`src/design/pcta_pkg.sv`:
```
package pcta_pkg;

  localparam int NUM_CPUS = 16;
  localparam int CPU_W = 4;
  localparam int TS_W = 64;
  localparam int TID_W = 31;
  localparam int PER_W = 40;
  localparam int AMT_W = 40;
  localparam int CAT_W = 3;
  localparam int ADDR_W = (NUM_CPUS > 1) ? $clog2(NUM_CPUS) : 1;

  localparam logic [PER_W-1:0] PERIOD_RESET = PER_W'(64'd1000000000);

  localparam logic OP_SWITCH = 1'b0;
  localparam logic OP_FLUSH = 1'b1;

  localparam logic [CAT_W-1:0] CAT_NONE = 3'd0;
  localparam logic [CAT_W-1:0] CAT_IDLE = 3'd1;
  localparam logic [CAT_W-1:0] CAT_UNKNOWN = 3'd2;
  localparam logic [CAT_W-1:0] CAT_SERVER = 3'd3;
  localparam logic [CAT_W-1:0] CAT_OTHER = 3'd4;

  // Per-CPU entry held in the state memory.
  typedef struct packed {
    logic [TS_W-1:0] last_time;
    logic [TID_W-1:0] last_tid;
    logic [TS_W-1:0] idle_acc;
    logic [TS_W-1:0] unknown_acc;
    logic [TS_W-1:0] server_acc;
    logic [TS_W-1:0] other_acc;
    logic [TS_W-1:0] eff_start;
  } cpu_entry_t;

  localparam int ENTRY_W = $bits(cpu_entry_t);

  typedef enum logic [2:0] {
    ST_IDLE,
    ST_READ,
    ST_CHECK,
    ST_DIVIDE,
    ST_CLIP,
    ST_CHARGE,
    ST_WRITE
  } state_t;

  typedef struct packed {
    logic start;
    logic busy;
  } div_ctl_t;

endpackage

```
`src/design/pcta_div.sv`:
```
module pcta_div (
  input  logic                       clk,
  input  logic                       rst,
  input  logic                       start,
  input  logic [pcta_pkg::TS_W-1:0]  dividend,
  input  logic [pcta_pkg::PER_W-1:0] divisor,
  output pcta_pkg::div_ctl_t         ctl,
  output logic [pcta_pkg::PER_W-1:0] remainder
);
  import pcta_pkg::*;

  // Restoring divider, one quotient bit a cycle.
  logic [TS_W-1:0] quo;
  logic [PER_W:0] rem;
  logic [6:0] count;
  logic active;
  logic [PER_W:0] trial;
  logic [PER_W:0] shifted;

  always_comb begin
    shifted = {rem[PER_W-1:0], quo[TS_W-1]};
    trial = shifted - {1'b0, divisor};
  end

  always_ff @(posedge clk) begin
    if (rst) begin
      active <= 1'b0;
      count <= '0;
    end else if (start) begin
      active <= 1'b1;
      count <= 7'(TS_W);
      quo <= dividend;
      rem <= '0;
    end else if (active) begin
      if (!trial[PER_W]) begin
        rem <= trial;
        quo <= {quo[TS_W-2:0], 1'b1};
      end else begin
        rem <= shifted;
        quo <= {quo[TS_W-2:0], 1'b0};
      end
      count <= count - 7'd1;
      if (count == 7'd1) begin
        active <= 1'b0;
      end
    end
  end

  assign ctl.start = start;
  assign ctl.busy = active;
  assign remainder = rem[PER_W-1:0];

endmodule

```
`config.mk`:
```
export PLATFORM = sky130hd
export DESIGN_NAME = pcta_div
export DESIGN_NICKNAME = d
export VERILOG_FILES = /design/src/design/pcta_pkg.sv /design/src/design/pcta_div.sv
export SDC_FILE = /design/constraint.sdc
export NUM_CORES = 1
export LEC_CHECK = 0
export BUFFER_PORTS_ARGS = -buffer_cell sky130_fd_sc_hd__buf_2
export CAP_MARGIN = 20
export CORE_MARGIN = 3
export CORE_UTILIZATION = 32
export CTS_CLUSTER_DIAMETER = 50
export DETAILED_ROUTE_END_ITERATION = 16
export PLACE_DENSITY = 0.49
export SYNTH_ARGS = -nofsm -noshare
export SYNTH_HDL_FRONTEND = slang
export SYNTH_SLANG_ARGS = --single-unit
export TNS_END_PERCENT = 5
```
`constraint.sdc`:
```
create_clock -name clk -period 7.7 [get_ports clk]
set_clock_uncertainty 0.05 [all_clocks]
set_input_delay 1.54 -clock clk [delete_from_list [all_inputs] [get_ports clk]]
set_output_delay 1.54 -clock clk [all_outputs]
set_load 0.1 [all_outputs]
```
==> results.tsv <==
stage	metric	value	unit
placed_design	Final HPWL DP	13.19	mm
die	Starting Density	33.14	%
global_routing	GRT Residual Overflow	0	
clock_tree	clock slew at reported path FFs	0.08	ns
power_and_ir_drop	Gate power share	38.0	%
setup_path	critical path peak fanout	25	
outcome	outcome	complete, no violations	
setup_path	critical path startpoint category	input port	
worst_hold_path	min-delay src	count[1]	
sta	Max Freq	201.5	MHz
route	Pre-antenna DRT Iters	4	
clock_tree	# resized after CTS	0	
synthesis	register area share after synthesis	44.57	%
cells_and_area	fin nets	965	
worst_hold_path	Hold EP	count[1]	
sta	hold slack	0.4564	ns
synthesis	post-synth top area share	42.39	%
clock_tree	Longest Clk Path Bufs	2	
sta	Final Hold Fails	0	
setup_path	RR Startpoint	quo[63]	
clock_tree	TritonCTS Buffers	9	
power_and_ir_drop	Pwr Density	233.7	nW/um2
power_and_ir_drop	Switch Pwr	0.7782	mW
synthesis	synth cell count leaders	104 x edfxtp_1, 73 x nor2_1, 64 x mux2_2	
clock_tree	CTS tree	done	
die	Die Y	157.7	um
setup_path	R2R depth	14	
sta	Final period util	64.46	%
die	Die W	157.7	um
route	post-route antenna net violation count	0	
cells_and_area	Area Growth Syn to Fin	16.95	%
power_and_ir_drop	clock share of power	23.8	%
placed_design	Port Buffers	148	
route	final WL	17.83	mm
synthesis	ys async rst share	0	%
placed_design	global placement routability congestion	0.8627	
global_routing	vias in the first global route	5504	
flow_run	Max-Cap Viols	0	
die	# IOs	149	
power_and_ir_drop	sequential power share	38.2	%
route	vias after detailed routing	5452	
die	Core ar.	22230	um2
synthesis	Cell Area, Synth	7367	um2
synthesis	top_reg_cell synth	edfxtp_1	
clock_tree	root buf cell	clkbuf_16	
route	wire length per cell	16.21	um
synthesis	Syn Area/Cell	10.75	um2
sta	Tmin final	4.964	ns
global_routing	global-route wire length before repair	28.68	mm
power_and_ir_drop	maximum VDD drop	0.09929	mV
clock_tree	hold buffers post-CTS	0	
route	1st-iter DRT viols	224	
sta	worst slew pin tran	0.9159	ns
power_and_ir_drop	P_int	1.236	mW
power_and_ir_drop	Switching Share	38.64	%
die	Row Count	54	
synthesis	Ys Warns	0	
setup_path	Crit Path Category	in2reg	
setup_path	Critical Path AT	5.00	ns
clock_tree	H-tree levels	3	
setup_path	critical path required time	7.73	ns
synthesis	post-synth top area cell	edfxtp_1	
global_routing	initial antenna violation count	4	
synthesis	Cells after Synth	685	
clock_tree	worst skew pair latency	0.37	ns
setup_path	FF-to-FF setup slack	3.65	ns
cells_and_area	share of cells above drive strength 1	30.65	%
power_and_ir_drop	Static Leakage	3.684	nW
worst_hold_path	Worst Hold Path Cells	2	
global_routing	gr usage total	14.48	%
placed_design	Post-Place Setup Slack	2.325	ns
synthesis	count of flip-flops with a built-in enable after synthesis	104	
synthesis	Synth area leaders	edfxtp_1 42%, mux2_2 9.8%, ha_1 7.1%, mux2i_1 4.5%, nor2_1 3.7%	
sta	final setup margin	2.736	ns
sta	RSZ-0062 raised after global routing	false	
clock_tree	post-CTS setup buffers	0	
synthesis	FF+latch count, synth	112	
synthesis	Post-Syn Nets	835	
sta	Final Setup Violations	0	
route	via-per-instance ratio	4.956	
route	DR DRC count	0	
worst_hold_path	Worst Hold Class	reg2reg	
sta	Fin Setup TNS	0	ns
synthesis	count leader, synth	edfxtp_1	
synthesis	Synth cell types	66	
die	Die Area	24880	um2
setup_path	Worst setup EP type	flop	
sta	max-slew violations	0	
global_routing	largest net degree at the start of global routing	82	
clock_tree	clk sink count	112	
sta	Slew headroom	38.84	%
setup_path	R2R Path End	rem[19]	
==> area by class of cell <==
cell class / count / area (um2)
clock inverters: 6 / 60.06
flip-flops and latches: 112 / 3283
fillers: 2237 / 13610
clock buffers: 9 / 225.2
diodes: 1 / 2.502
well taps: 280 / 350.3
multi-input cells: 486 / 3699
repair buffers: 152 / 793.3
inverters: 54 / 202.7
==> worst max-delay path, cell delays in order <==
cell       delay, ns
buf_2           0.12
ha_1            0.22
fa_1            0.40
nor2b_1         0.19
o2111ai_1       0.15
a21oi_1         0.20
o21ai_1         0.11
a21oi_2         0.21
nor4b_2         0.08
nor2_2          0.19
xor2_4          0.74
buf_4           0.51
mux2i_1         0.25
nor2_1          0.06
==> per-layer routing <==
| metal | GRT usage (%) | part of all wire [%] |
|---|---|---|
| met2 | 22.31 | 44 |
| met1 | 19.23 | 46 |
| met4 | 4.339 | 1.9 |
| met5 | 0 | 0.20 |
| met3 | 5.085 | 7.3 |
==> cell usage in the layout, fill, tap and decap left out, types with 4 or more instances in the layout <==
master,synthesis,final
inv_1,53,53
and3_1,6,6
a21oi_1,47,47
xor2_1,10,10
clkbuf_16,0,9
xnor2_1,31,31
o21ai_1,11,11
a31oi_1,4,4
nand2b_1,4,4
a211o_1,4,4
buf_2,5,147
o21ai_0,8,8
a211oi_2,4,4
nand2_1,30,30
buf_4,2,4
and2_1,4,4
a21o_1,14,14
mux2_2,64,64
nor3_1,8,8
ha_1,42,42
nor2b_1,4,4
nor2_1,73,72
o21a_1,11,11
dfxtp_1,8,8
edfxtp_1,104,104
nor2_2,4,4
mux2i_1,33,33
a211oi_1,6,6
o21bai_1,4,4
nand3_1,16,16
==> logic make-up after synthesis <==
group | Yosys count | synth area share (%)
AND/OR/NAND/NOR | 164 | 10.31
AO/OA/AOI/OAI | 139 | 12.67
flip-flops | 112 | 44.57
adder cells (fa/ha/maj) | 43 | 7.405
multiplexers | 98 | 14.47
XOR/XNOR | 42 | 5.095
buffers and inverters | 87 | 5.486
==> state kept, by name, summed over array words and instances, names as in the netlist <==
register  flops
count         7
rem          40
quo          64
active        1
==> power groups by stage <==
stage          clock (mW)  sequential [mW]  combinational [mW]
6_report            0.479            0.769               0.765
5_1_grt             0.518            0.777               0.838
4_1_cts             0.503            0.771               0.768
3_5_place_dp            0            0.784               0.765
3_3_place_gp            0            0.785               0.765
2_1_floorplan           0            0.952               0.469
==> worst max-delay path by stage <==
stage	from	end	slack, ns	depth (start not counted)
2_1_floorplan	start	quo[0]	0.60	4
3_3_place_gp	divisor[0]	rem[22]	2.40	14
3_5_place_dp	divisor[0]	rem[19]	2.32	14
4_1_cts	divisor[0]	rem[19]	2.71	14
5_1_grt	divisor[0]	rem[20]	2.38	14
6_report	divisor[0]	rem[19]	2.74	14
==> metrics by stage <==
step / area [um2] / utilization (%) / power, mW / std cells
after floorplan: 7367 / - / 1.421 / 685
after global placement: 8300 / 37.34 / 1.550 / 1083
after detailed placement: 8300 / 37.34 / 1.549 / 1083
after CTS: 8586 / 38.62 / 2.043 / 1098
after global routing: 8616 / 38.76 / 2.133 / 1100
final: 8616 / 38.76 / 2.014 / 1100
Power figures use the tool's default switching activity.
