`src/design/pcta_ram.sv`:
```
module pcta_ram #(
  parameter int WIDTH = 8,
  parameter int DEPTH = 16
) (
  input  logic                     clk,
  input  logic                     we,
  input  logic [$clog2(DEPTH)-1:0] waddr,
  input  logic [WIDTH-1:0]         wdata,
  input  logic [$clog2(DEPTH)-1:0] raddr,
  output logic [WIDTH-1:0]         rdata
);

  logic [WIDTH-1:0] mem [DEPTH];

  always_ff @(posedge clk) begin
    if (we) begin
      mem[waddr] <= wdata;
    end
    rdata <= mem[raddr];
  end

endmodule

```
`config.mk`:
```
export PLATFORM = sky130hd
export DESIGN_NAME = pcta_ram
export DESIGN_NICKNAME = d
export VERILOG_FILES = /design/src/design/pcta_ram.sv
export SDC_FILE = /design/constraint.sdc
export NUM_CORES = 1
export LEC_CHECK = 0
export BUFFER_PORTS_ARGS = -buffer_cell sky130_fd_sc_hd__buf_4
export CAP_MARGIN = 20
export CORE_ASPECT_RATIO = 0.6
export CORE_UTILIZATION = 62
export DETAILED_ROUTE_END_ITERATION = 8
export PLACE_DENSITY = 0.92
export SLEW_MARGIN = 20
export SYNTH_ARGS = -nofsm -noshare
export SYNTH_HDL_FRONTEND = slang
export SYNTH_SLANG_ARGS = --single-unit
```
`constraint.sdc`:
```
create_clock -name clk -period 3.2 [get_ports clk]
set_input_delay 0.32 -clock clk [delete_from_list [all_inputs] [get_ports clk]]
set_output_delay 0.32 -clock clk [all_outputs]
set_load 0.02 [all_outputs]
```
==> impl_metrics.py, run 1 <==
metrics = {
    "status": {
        "status": "completed",
    },
    "worst_setup_path": {
        "cp.required_ns": 3.25,
        "crit_path_end_kind": "flop",
        "cp-start-kind": "input port",
        "critPathMaxFanout": 8,
        "reg2reg_depth": 3,
        "worstPathArrival_ns": 1.65,
        "crit_type": "input port to flop",
    },
    "worst_hold_path": {
        "whs_path_depth": 1,
        "hp-class": "input port to flop",
    },
    "die": {
        "dieArea_mm2": 0.00868,
        "die_h_um": 72.6,
        "start_util": 0.648,
        "placementRows": 25,
        "io_pins": 26,
        "coreArea_mm2": 0.00795,
        "die_x_um": 120,
    },
    "routing": {
        "drt-pass1-iter-count": 5,
        "drc": 0,
        "via_per_inst": 6.28,
        "postRouteAntennaNets": 0,
        "dr.first_iter.drc_count": 274,
        "routed_wl_mm": 9.64,
        "vias": 2436,
        "wire_per_inst_um": 24.8,
    },
    "pwr": {
        "p_int_w": 0.00339,
        "p_total_w": 0.00422,
        "p_sw_w": 0.000827,
        "switching_share": 0.196,
        "clkPwrFrac": 0.477,
        "leakagePower_nw": 2.04,
        "pwr-share-seq": 0.476,
        "vdd_ir_drop_max_uv": 535,
        "pwr-share-comb": 0.047,
        "pwr_density_cell_mw_per_mm2": 699,
    },
    "yosys": {
        "ys_types": 19,
        "yosysTopAreaCell": "edfxtp_1",
        "yosysWarnings": 0,
        "yosysSeqAreaShare": 0.778,
        "synth_area_mm2": 0.00515,
        "ys_seq_elements": 136,
        "synth_top_area_share": 0.747,
        "syn_inst": 229,
        "syn_area_per_cell_um2": 22.5,
        "synth_nets": 247,
        "yosys-top-cells-area": "edfxtp_1 (75%), mux4_2 (7.9%), mux4_1 (7.1%)",
    },
    "layout": {
        "syn_to_final_growth_pct": 17.2,
        "final_cell_mix": "edfxtp_1 (128), buf_4 (29), mux4_2 (18)",
        "instances_no_fill": 388,
        "drive_gt1_frac": 0.279,
        "layout_commonest_cell": "edfxtp_1",
        "antennaDiodeCount": 0,
        "layout.nets": 285,
    },
    "clock_tree": {
        "clkSinkCount": 136,
        "holdBufCountCts": 0,
        "post_cts_resized": 0,
        "cts_buffer_depth": 2,
        "htreeDepth": 4,
        "worstSkewPairLatency_ns": 0.43,
        "path_clk_slew_ns": 0.06,
        "postCtsSetupRepairBufs": 0,
        "cts-root-buf": "clkbuf_16",
        "numCtsBuffers": 17,
        "cts_tree": "built",
    },
    "global_route": {
        "grt_pass1_vias": 2526,
        "grtUsageTotal": 0.254,
        "grt_max_degree": 33,
        "grt_pass1_wl_mm": 14.6,
        "gr-total-overflow": 0,
        "antenna_found_initial": 0,
    },
    "sta": {
        "worst_pin_slew_ns": 1.02,
        "finalCriticalPeriod_ns": 1.60,
        "hold_violations": 0,
        "fin_tns_setup_ns": 0,
        "rsz0062_at_grt": "no",
        "fmax_mhz": 626,
        "holdWs_ns": 0.206,
        "slew_violations": 0,
        "slew_headroom": 0.315,
        "finalCritPeriodShare": 0.499,
        "finalSetupViolCount": 0,
        "clock_skew_ns": 0.00808,
    },
    "job": {
        "cap_violations": 0,
    },
    "place": {
        "placement.io_buffers": 25,
        "gp_congestion": 0.969,
        "dpl.hpwl_mm": 5.87,
        "dp_cells": 356,
    },
}
-- logic make-up (layout without fill, tap and decap cells) --
group	after synthesis	after routing	share of synthesized area
buf+inv	10	61	0.0168
compound gates	16	16	0.0233
flops	136	136	0.778
simple gates	35	35	0.0318
mux	32	32	0.150
-- power groups by stage --
stage	clock (W)	sequential, W	combinational [W]
CTS	0.00203	0.00201	0.000201
finish	0.00201	0.00201	0.000199
global placement	0	0.00204	0.000192
floorplan	0	0.00205	0.000101
detailed placement	0	0.00204	0.000199
global route	0.00210	0.00201	0.000214
-- path summary, 6_finish.rpt --
kind | start | endpoint | slack [ns]
worst min-delay path | wdata[7] | mem[14][7]$_DFFE_PP_ | 0.21
worst min register to register | mem[4][0]$_DFFE_PP_ | rdata[0]$_DFF_P_ | 0.69
worst max-delay path | waddr[2] | mem[1][1]$_DFFE_PP_ | 1.60
worst max register to register | mem[2][4]$_DFFE_PP_ | rdata[4]$_DFF_P_ | 1.87
-- cell type report --
cell class              count  area (um^2)
flip-flops and latches    136         4000
fillers                   433         1910
multi-input cells          83         1060
clock buffers              18          439
repair buffers             29          218
clock inverters            14          180
well taps                 108          135
-- critical path, cell delays in order --
cell	delay, ns
buf_4	0.12
or3b_2	0.51
nor2_1	0.69
-- Yosys cell counts --
master,number
buf_2,3
nor2b_1,1
mux4_1,14
nor3_1,4
dfxtp_1,8
nand2_1,9
clkdlybuf4s25_2,3
or3b_2,1
buf_4,1
a22oi_1,16
nor2_1,13
nand3b_1,2
buf_6,3
nand3_1,1
mux4_2,18
edfxtp_1,128
and2_1,1
nand2b_1,2
and2b_1,1
-- sequential cells by signal (all words and copies together) (netlist names) --
signal	count
rdata	8
mem	128
-- metal layers --
layer | part of all wire | up-vias | GRT usage
li1 | - | 1051 | -
met1 | 0.41 | 1228 | 0.343
met2 | 0.47 | 136 | 0.378
met3 | 0.095 | 21 | 0.0938
met4 | 0.019 | 0 | 0.118
met5 | 0 | - | 0
-- stage by stage --
step	instance area, um^2	worst slack, ns	utilization
floorplan	5150	1.39	-
global placement	5410	1.25	0.681
detailed placement	5410	1.20	0.681
CTS	6030	1.65	0.759
global route	6030	1.57	0.759
finish	6030	1.60	0.759
Note: power is estimated with default switching activity, not from simulation.
==> run 2, diff against run 1 <==
--- a/config.mk
+++ b/config.mk
@@ -5,12 +5,13 @@
 export SDC_FILE = /design/constraint.sdc
 export NUM_CORES = 1
 export LEC_CHECK = 0
+export ABC_AREA = 1
 export BUFFER_PORTS_ARGS = -buffer_cell sky130_fd_sc_hd__buf_4
 export CAP_MARGIN = 20
 export CORE_ASPECT_RATIO = 0.6
-export CORE_UTILIZATION = 62
+export CORE_UTILIZATION = 61
 export DETAILED_ROUTE_END_ITERATION = 8
-export PLACE_DENSITY = 0.92
+export PLACE_DENSITY = 0.9
 export SLEW_MARGIN = 20
 export SYNTH_ARGS = -nofsm -noshare
 export SYNTH_HDL_FRONTEND = slang
==> constraint.sdc (replaced) <==
create_clock -name clk -period 1.6 [get_ports clk]
set_input_delay 0.16 -clock clk [delete_from_list [all_inputs] [get_ports clk]]
set_output_delay 0.16 -clock clk [all_outputs]
set_load 0.02 [all_outputs]
==> run 2 against run 1 <==
Against the previous run:
- wire length increased by 30%
- hold slack got worse by 0.15 ns
- area after synthesis increased by 12%
- final area increased by 11%
- first-iteration DRC count increased by 55%
- critical path type is now flop to output pin
- critical endpoint is now rdata[7]
==> impl_metrics.py, run 2 <==
metrics = {
    "layout": {
        "syn_to_final_growth_pct": 16.0,
        "layout.nets": 610,
        "fill_cells": 635,
        "antennaDiodeCount": 0,
        "drive_gt1_frac": 0.123,
        "largestRegisters": "mem (128), rdata (8)",
        "layout_commonest_cell": "nand2_1",
        "post-route-util": 0.728,
        "final_cell_mix": "nand2_1 (173), edfxtp_1 (128), inv_1 (100)",
        "max_flop_register": "mem",
        "largest_reg_flops": 128,
    },
    "worst_setup_path": {
        "path_delay_family": "flip-flops",
        "critPathMaxFanout": 1,
        "reg2reg_depth": 6,
        "r2r-start": "mem[5][4]$_DFFE_PP_",
        "r2r-end": "rdata[4]$_DFF_P_",
        "cp-start-kind": "flop",
        "crit_path_end_kind": "output pin",
        "cp.required_ns": 1.44,
        "critPathMaxStageDelay_ns": 0.40,
        "crit_type": "flop to output pin",
        "critPathSlowestCell": "dfxtp_1",
        "cp_num_buf_inv": 1,
        "reg2reg_setup_slack_ns": 0.62,
        "path_cells": "buf_4",
        "worstPathArrival_ns": 0.98,
    },
    "die": {
        "die_x_um": 128,
        "coreArea_mm2": 0.00919,
        "placementRows": 27,
        "die_h_um": 77.3,
        "io_pins": 26,
        "dieArea_mm2": 0.00986,
        "start_util": 0.628,
    },
    "global_route": {
        "antenna_found_initial": 0,
        "grtUsageTotal": 0.278,
        "grt_pass1_wl_mm": 19.5,
        "grt_max_degree": 65,
        "gr-total-overflow": 0,
        "grt_pass1_vias": 3812,
    },
    "clock_tree": {
        "holdBufCountCts": 0,
        "cts_tree": "built",
        "path_clk_slew_ns": 0.06,
        "clkSinkCount": 136,
        "post_cts_resized": 0,
        "cts-root-buf": "clkbuf_16",
        "worstSkewPairLatency_ns": 0.41,
        "numCtsBuffers": 17,
        "postCtsSetupRepairBufs": 0,
        "cts_buffer_depth": 2,
        "htreeDepth": 4,
    },
    "pwr": {
        "pwr-share-seq": 0.493,
        "pwr_density_cell_mw_per_mm2": 1220,
        "vdd_ir_drop_max_uv": 977,
        "p_int_w": 0.00640,
        "clkPwrFrac": 0.443,
        "leakagePower_nw": 2.93,
        "switching_share": 0.214,
        "pwr-share-comb": 0.064,
        "p_sw_w": 0.00175,
    },
    "sta": {
        "rsz0062_at_grt": "no",
        "hold_violations": 0,
        "slew_headroom": 0.768,
        "slew_violations": 0,
        "fin_tns_setup_ns": 0,
        "finalCritPeriodShare": 0.711,
        "worst_pin_slew_ns": 0.348,
        "finalSetupViolCount": 0,
        "clock_skew_ns": 0.00610,
        "fmax_mhz": 880,
        "finalWorstSetupSlack_ns": 0.463,
        "finalCriticalPeriod_ns": 1.14,
    },
    "yosys": {
        "synth_nets": 569,
        "async_flop_share": 0,
        "ys_seq_elements": 136,
        "syn_inst": 551,
        "yosysSeqAreaShare": 0.694,
        "yosysTopAreaCell": "edfxtp_1",
        "synthTopCellsByCount": "nand2_1 (173), edfxtp_1 (128), inv_1 (100)",
        "ys_types": 12,
        "yosysMostFrequentCell": "nand2_1",
        "yosys-top-cells-area": "edfxtp_1 (67%), nand2_1 (11%), nand3_1 (8.4%)",
        "yosysWarnings": 0,
        "syn_area_per_cell_um2": 10.5,
        "synth_top_area_share": 0.667,
        "synth_area_mm2": 0.00577,
        "synth_edf_count": 128,
        "synth_ff_type": "edfxtp_1",
    },
    "routing": {
        "vias": 3915,
        "routed_wl_mm": 12.5,
        "postRouteAntennaNets": 0,
        "dr.first_iter.drc_count": 425,
        "via_per_inst": 5.33,
        "drc": 0,
        "wire_per_inst_um": 17.0,
        "drt-pass1-iter-count": 5,
    },
    "status": {
        "status": "completed",
    },
    "job": {
        "cap_violations": 0,
    },
    "worst_hold_path": {
        "whs_path_depth": 1,
        "hp-class": "input port to flop",
        "min_to": "mem[3][4]$_DFFE_PP_",
        "min_from": "wdata[4]",
    },
    "place": {
        "placement.io_buffers": 25,
        "dpl.hpwl_mm": 7.96,
        "gp_congestion": 0.868,
        "pre_cts_slack_ns": 0.410,
    },
}
==> run 2: cell types whose count changed after synthesis, moves of 14 or more <==
cell     delta
a22oi_1    -16
inv_1     +100
mux4_1     -14
mux4_2     -18
nand2_1   +164
nand3_1    +96
==> run 2: cell families (layout without fill, tap and decap cells) <==
group	after synthesis	count (layout)	share of synthesized area
and+or+nand+nor	289	289	0.210
DFF	136	136	0.694
buffers and inverters	126	179	0.0952
==> run 2: metal layers <==
metal | wire length, um | track usage | vias to the layer above
met3 | 1140 | 0.0970 | 22
met1 | 5410 | 0.383 | 1862
met2 | 5750 | 0.416 | 178
li1 | - | - | 1853
met4 | 201 | 0.0929 | 0
met5 | 0 | 0 | -
==> run 2: worst reg2reg max path, stage by stage (launching register included) <==
cell,delay [ns]
edfxtp_1,0.37
inv_1,0.06
nand2_1,0.06
nand3_1,0.10
nand3_1,0.10
nand3_1,0.10
nand2_1,0.08
==> run 2: power groups by stage <==
stage,logic [W],clock network [W],registers (W)
3_5_place_dp,0.000514,0,0.00409
3_3_place_gp,0.000492,0,0.00409
2_1_floorplan,0.000281,0,0.00411
5_1_grt,0.000572,0.00377,0.00402
6_report,0.000522,0.00360,0.00402
4_1_cts,0.000519,0.00362,0.00402
==> run 2: per-stage QoR <==
| stage | power (W) | hold WS (ns) | cells | cell area (um^2) |
|---|---|---|---|---|
| after detailed placement | 0.00460 | 0.477 | 703 | 6150 |
| after global routing | 0.00837 | 0.0600 | 734 | 6690 |
| after global placement | 0.00458 | 0.463 | 703 | 6150 |
| final | 0.00814 | 0.0558 | 734 | 6690 |
| after floorplan | 0.00439 | 0.259 | 551 | 5770 |
| after CTS | 0.00816 | 0.0499 | 734 | 6690 |
==> run 2: worst max path at each step <==
stage	startpoint	to	slack, ns	cells past startpoint
floorplan	waddr[2]	mem[10][0]$_DFFE_PP_	0.49	2
global placement	raddr[0]	rdata[4]$_DFF_P_	0.45	8
detailed placement	raddr[0]	rdata[4]$_DFF_P_	0.41	8
CTS	rdata[5]$_DFF_P_	rdata[5]	0.47	1
global route	rdata[7]$_DFF_P_	rdata[7]	0.43	1
finish	rdata[7]$_DFF_P_	rdata[7]	0.46	1
==> run 2: cell type report <==
cell class                 count  area [um^2]  share of cell area
multi-input combinational    289         1210               0.181
timing repair buffer          46          383              0.0572
inverter                     102          383              0.0572
clock inverter                13          113              0.0168
tap                          130          163              0.0243
sequential                   136         4000               0.599
clock buffer                  18          429              0.0642
==> run 3, diff against run 2 <==
--- a/config.mk
+++ b/config.mk
@@ -5,13 +5,13 @@
 export SDC_FILE = /design/constraint.sdc
 export NUM_CORES = 1
 export LEC_CHECK = 0
-export ABC_AREA = 1
+export ABC_AREA = 0
 export BUFFER_PORTS_ARGS = -buffer_cell sky130_fd_sc_hd__buf_4
 export CAP_MARGIN = 20
 export CORE_ASPECT_RATIO = 0.6
-export CORE_UTILIZATION = 61
+export CORE_UTILIZATION = 60
 export DETAILED_ROUTE_END_ITERATION = 8
-export PLACE_DENSITY = 0.9
+export PLACE_DENSITY = 0.89
 export SLEW_MARGIN = 20
 export SYNTH_ARGS = -nofsm -noshare
 export SYNTH_HDL_FRONTEND = slang
==> constraint.sdc (replaced) <==
create_clock -name clk -period 1.1 [get_ports clk]
set_input_delay 0.11 -clock clk [delete_from_list [all_inputs] [get_ports clk]]
set_output_delay 0.11 -clock clk [all_outputs]
set_load 0.02 [all_outputs]
==> run 3 against run 2 <==
Against the previous run:
- the run now ends with negative setup slack left
- final area shrank 6.1%
- hold slack lost 0.040 ns
- total power grew 44%
- non-clock buffer count grew 8
- clock skew shrank 0.0016 ns
- combinational power grew 34%
- wire length shrank 18%
- setup slack lost 0.67 ns
- clock power grew 45%
- critical path depth grew 2
- sequential cell count is the same
- largest cell class unchanged
- largest power group unchanged
- highest routed layer unchanged
==> impl_metrics.py, run 3 (same netlist as run 1, synthesis figures left out) <==
metrics = {
    "job": {
        "cap_violations": 0,
    },
    "worst_setup_path": {
        "path_cells": "mux4_2 > a22oi_1 > nand2_1",
        "cp-start-kind": "flop",
        "cp.required_ns": 1.39,
        "crit_type": "flop to flop",
        "critPathMaxFanout": 1,
        "crit_path_end_kind": "flop",
        "critPathMaxStageDelay_ns": 0.50,
        "worstPathArrival_ns": 1.60,
        "path_delay_family": "multiplexers",
        "critPathSlowestCell": "mux4_2",
        "cp_num_buf_inv": 0,
    },
    "routing": {
        "drt-pass1-iter-count": 5,
        "postRouteAntennaNets": 0,
        "routed_wl_mm": 10.2,
        "dr.first_iter.drc_count": 271,
        "vias": 2556,
        "drc": 0,
        "via_per_inst": 6.19,
        "wire_per_inst_um": 24.7,
    },
    "global_route": {
        "grtUsageTotal": 0.254,
        "grt_max_degree": 19,
        "grt_pass1_wl_mm": 15.1,
        "gr-total-overflow": 0,
        "grt_pass1_vias": 2658,
        "antenna_found_initial": 0,
    },
    "layout": {
        "post-route-util": 0.775,
        "layout_commonest_cell": "edfxtp_1",
        "final_cell_mix": "edfxtp_1 (128), buf_4 (44), mux4_2 (32)",
        "largest_reg_flops": 128,
        "largestRegisters": "mem (128), rdata (8)",
        "multiInputGateArea_mm2": 0.00108,
        "syn_to_final_growth_pct": 22.0,
        "max_flop_register": "mem",
        "regArea_mm2": 0.00400,
        "layout.nets": 310,
        "instances_no_fill": 413,
        "antennaDiodeCount": 0,
        "drive_gt1_frac": 0.400,
        "fill_cells": 418,
        "final_cell_area_mm2": 0.00628,
    },
    "die": {
        "io_pins": 26,
        "die_x_um": 122,
        "start_util": 0.635,
        "die_h_um": 73.7,
        "dieArea_mm2": 0.00897,
        "placementRows": 25,
        "coreArea_mm2": 0.00810,
    },
    "sta": {
        "hold_violations": 0,
        "clock_skew_ns": 0.00448,
        "finalCritPeriodShare": 1.19,
        "holdWs_ns": 0.0158,
        "rsz0062_at_grt": "yes",
        "finalCriticalPeriod_ns": 1.31,
        "worst_pin_slew_ns": 0.849,
        "fmax_mhz": 763,
        "finalSetupViolCount": 8,
        "finalWorstSetupSlack_ns": -0.210,
        "slew_violations": 0,
        "slew_headroom": 0.433,
    },
    "worst_hold_path": {
        "hp-class": "input port to flop",
    },
    "place": {
        "placed_area_mm2": 0.00571,
        "dpl.hpwl_mm": 6.27,
        "gp_congestion": 0.781,
        "dp_cells": 380,
        "placement.io_buffers": 25,
    },
    "clock_tree": {
        "cts_tree": "built",
        "numCtsBuffers": 17,
        "clkSinkCount": 136,
        "worstSkewPairLatency_ns": 0.41,
        "path_clk_slew_ns": 0.05,
        "cts-root-buf": "clkbuf_16",
        "cts_buffer_depth": 2,
        "postCtsSetupRepairBufs": 0,
        "htreeDepth": 4,
    },
    "pwr": {
        "leakagePower_nw": 2.12,
        "switching_share": 0.201,
        "pwr-share-seq": 0.497,
        "vdd_ir_drop_max_uv": 1100,
        "pwr-share-comb": 0.060,
        "pwr_density_cell_mw_per_mm2": 1870,
        "p_int_w": 0.00939,
        "p_sw_w": 0.00236,
        "clkPwrFrac": 0.443,
    },
    "status": {
        "violations": "negative setup slack",
        "status": "complete, but fails checks",
    },
}
-- run 3: cell types whose count changed in the layout (fill, tap and decap cells not counted), moves of 2 or more --
cell / change
nor3_2: +3
inv_1: -100
nand2_1: -164
mux4_2: +32
nand2b_1: +2
nand3_1: -96
buf_12: +6
a22oi_2: +4
nor2_1: -7
inv_2: -2
nor2_4: +3
a22oi_1: +12
-- run 3: stage by stage --
step	TNS, ns	total power, W	worst slack, ns
after detailed placement	-17.70	0.00662	-0.326
after global placement	-14.42	0.00659	-0.272
after CTS	-1.36	0.0118	-0.215
after floorplan	-1.72	0.00630	-0.143
after global routing	-1.67	0.0120	-0.262
final	-1.24	0.0117	-0.210
-- run 3: power by group through the flow --
stage               sequential [W]  clock, W  combinational [W]
global placement           0.00594         0           0.000657
global route               0.00585   0.00542           0.000743
floorplan                  0.00597         0           0.000331
CTS                        0.00584   0.00526           0.000700
finish                     0.00584   0.00521           0.000699
detailed placement         0.00594         0           0.000682
-- run 3: area by class of cell --
class	count	area share
clock buffer	19	0.0689
multi-input combinational	83	0.171
tap	108	0.0215
clock inverter	13	0.0177
timing repair buffer	54	0.0829
sequential	136	0.638
-- run 3: repair_timing --
item	in CTS	in global routing
hold endpoints to repair	1	0
hold buffers	1	0
pin swaps	2	2
gates cloned	0	0
resized for setup	3	1
setup endpoints to repair	8	8
-- run 3: worst paths after layout --
path / from / to / slack [ns] / cells past startpoint
max: mem[10][1]$_DFFE_PP_ / rdata[1]$_DFF_P_ / -0.21 / 3
min: wdata[6] / mem[15][6]$_DFFE_PP_ / 0.02 / 1
max reg2reg: mem[10][1]$_DFFE_PP_ / rdata[1]$_DFF_P_ / -0.21 / 3
min reg2reg: mem[4][0]$_DFFE_PP_ / rdata[0]$_DFF_P_ / 0.68 / 3
-- run 3: layer usage --
layer	up-vias	GRT usage	part of all wire
li1	1096	-	-
met1	1331	0.350	0.44
met2	106	0.386	0.47
met3	23	0.0660	0.067
met4	0	0.126	0.022
met5	-	0	0
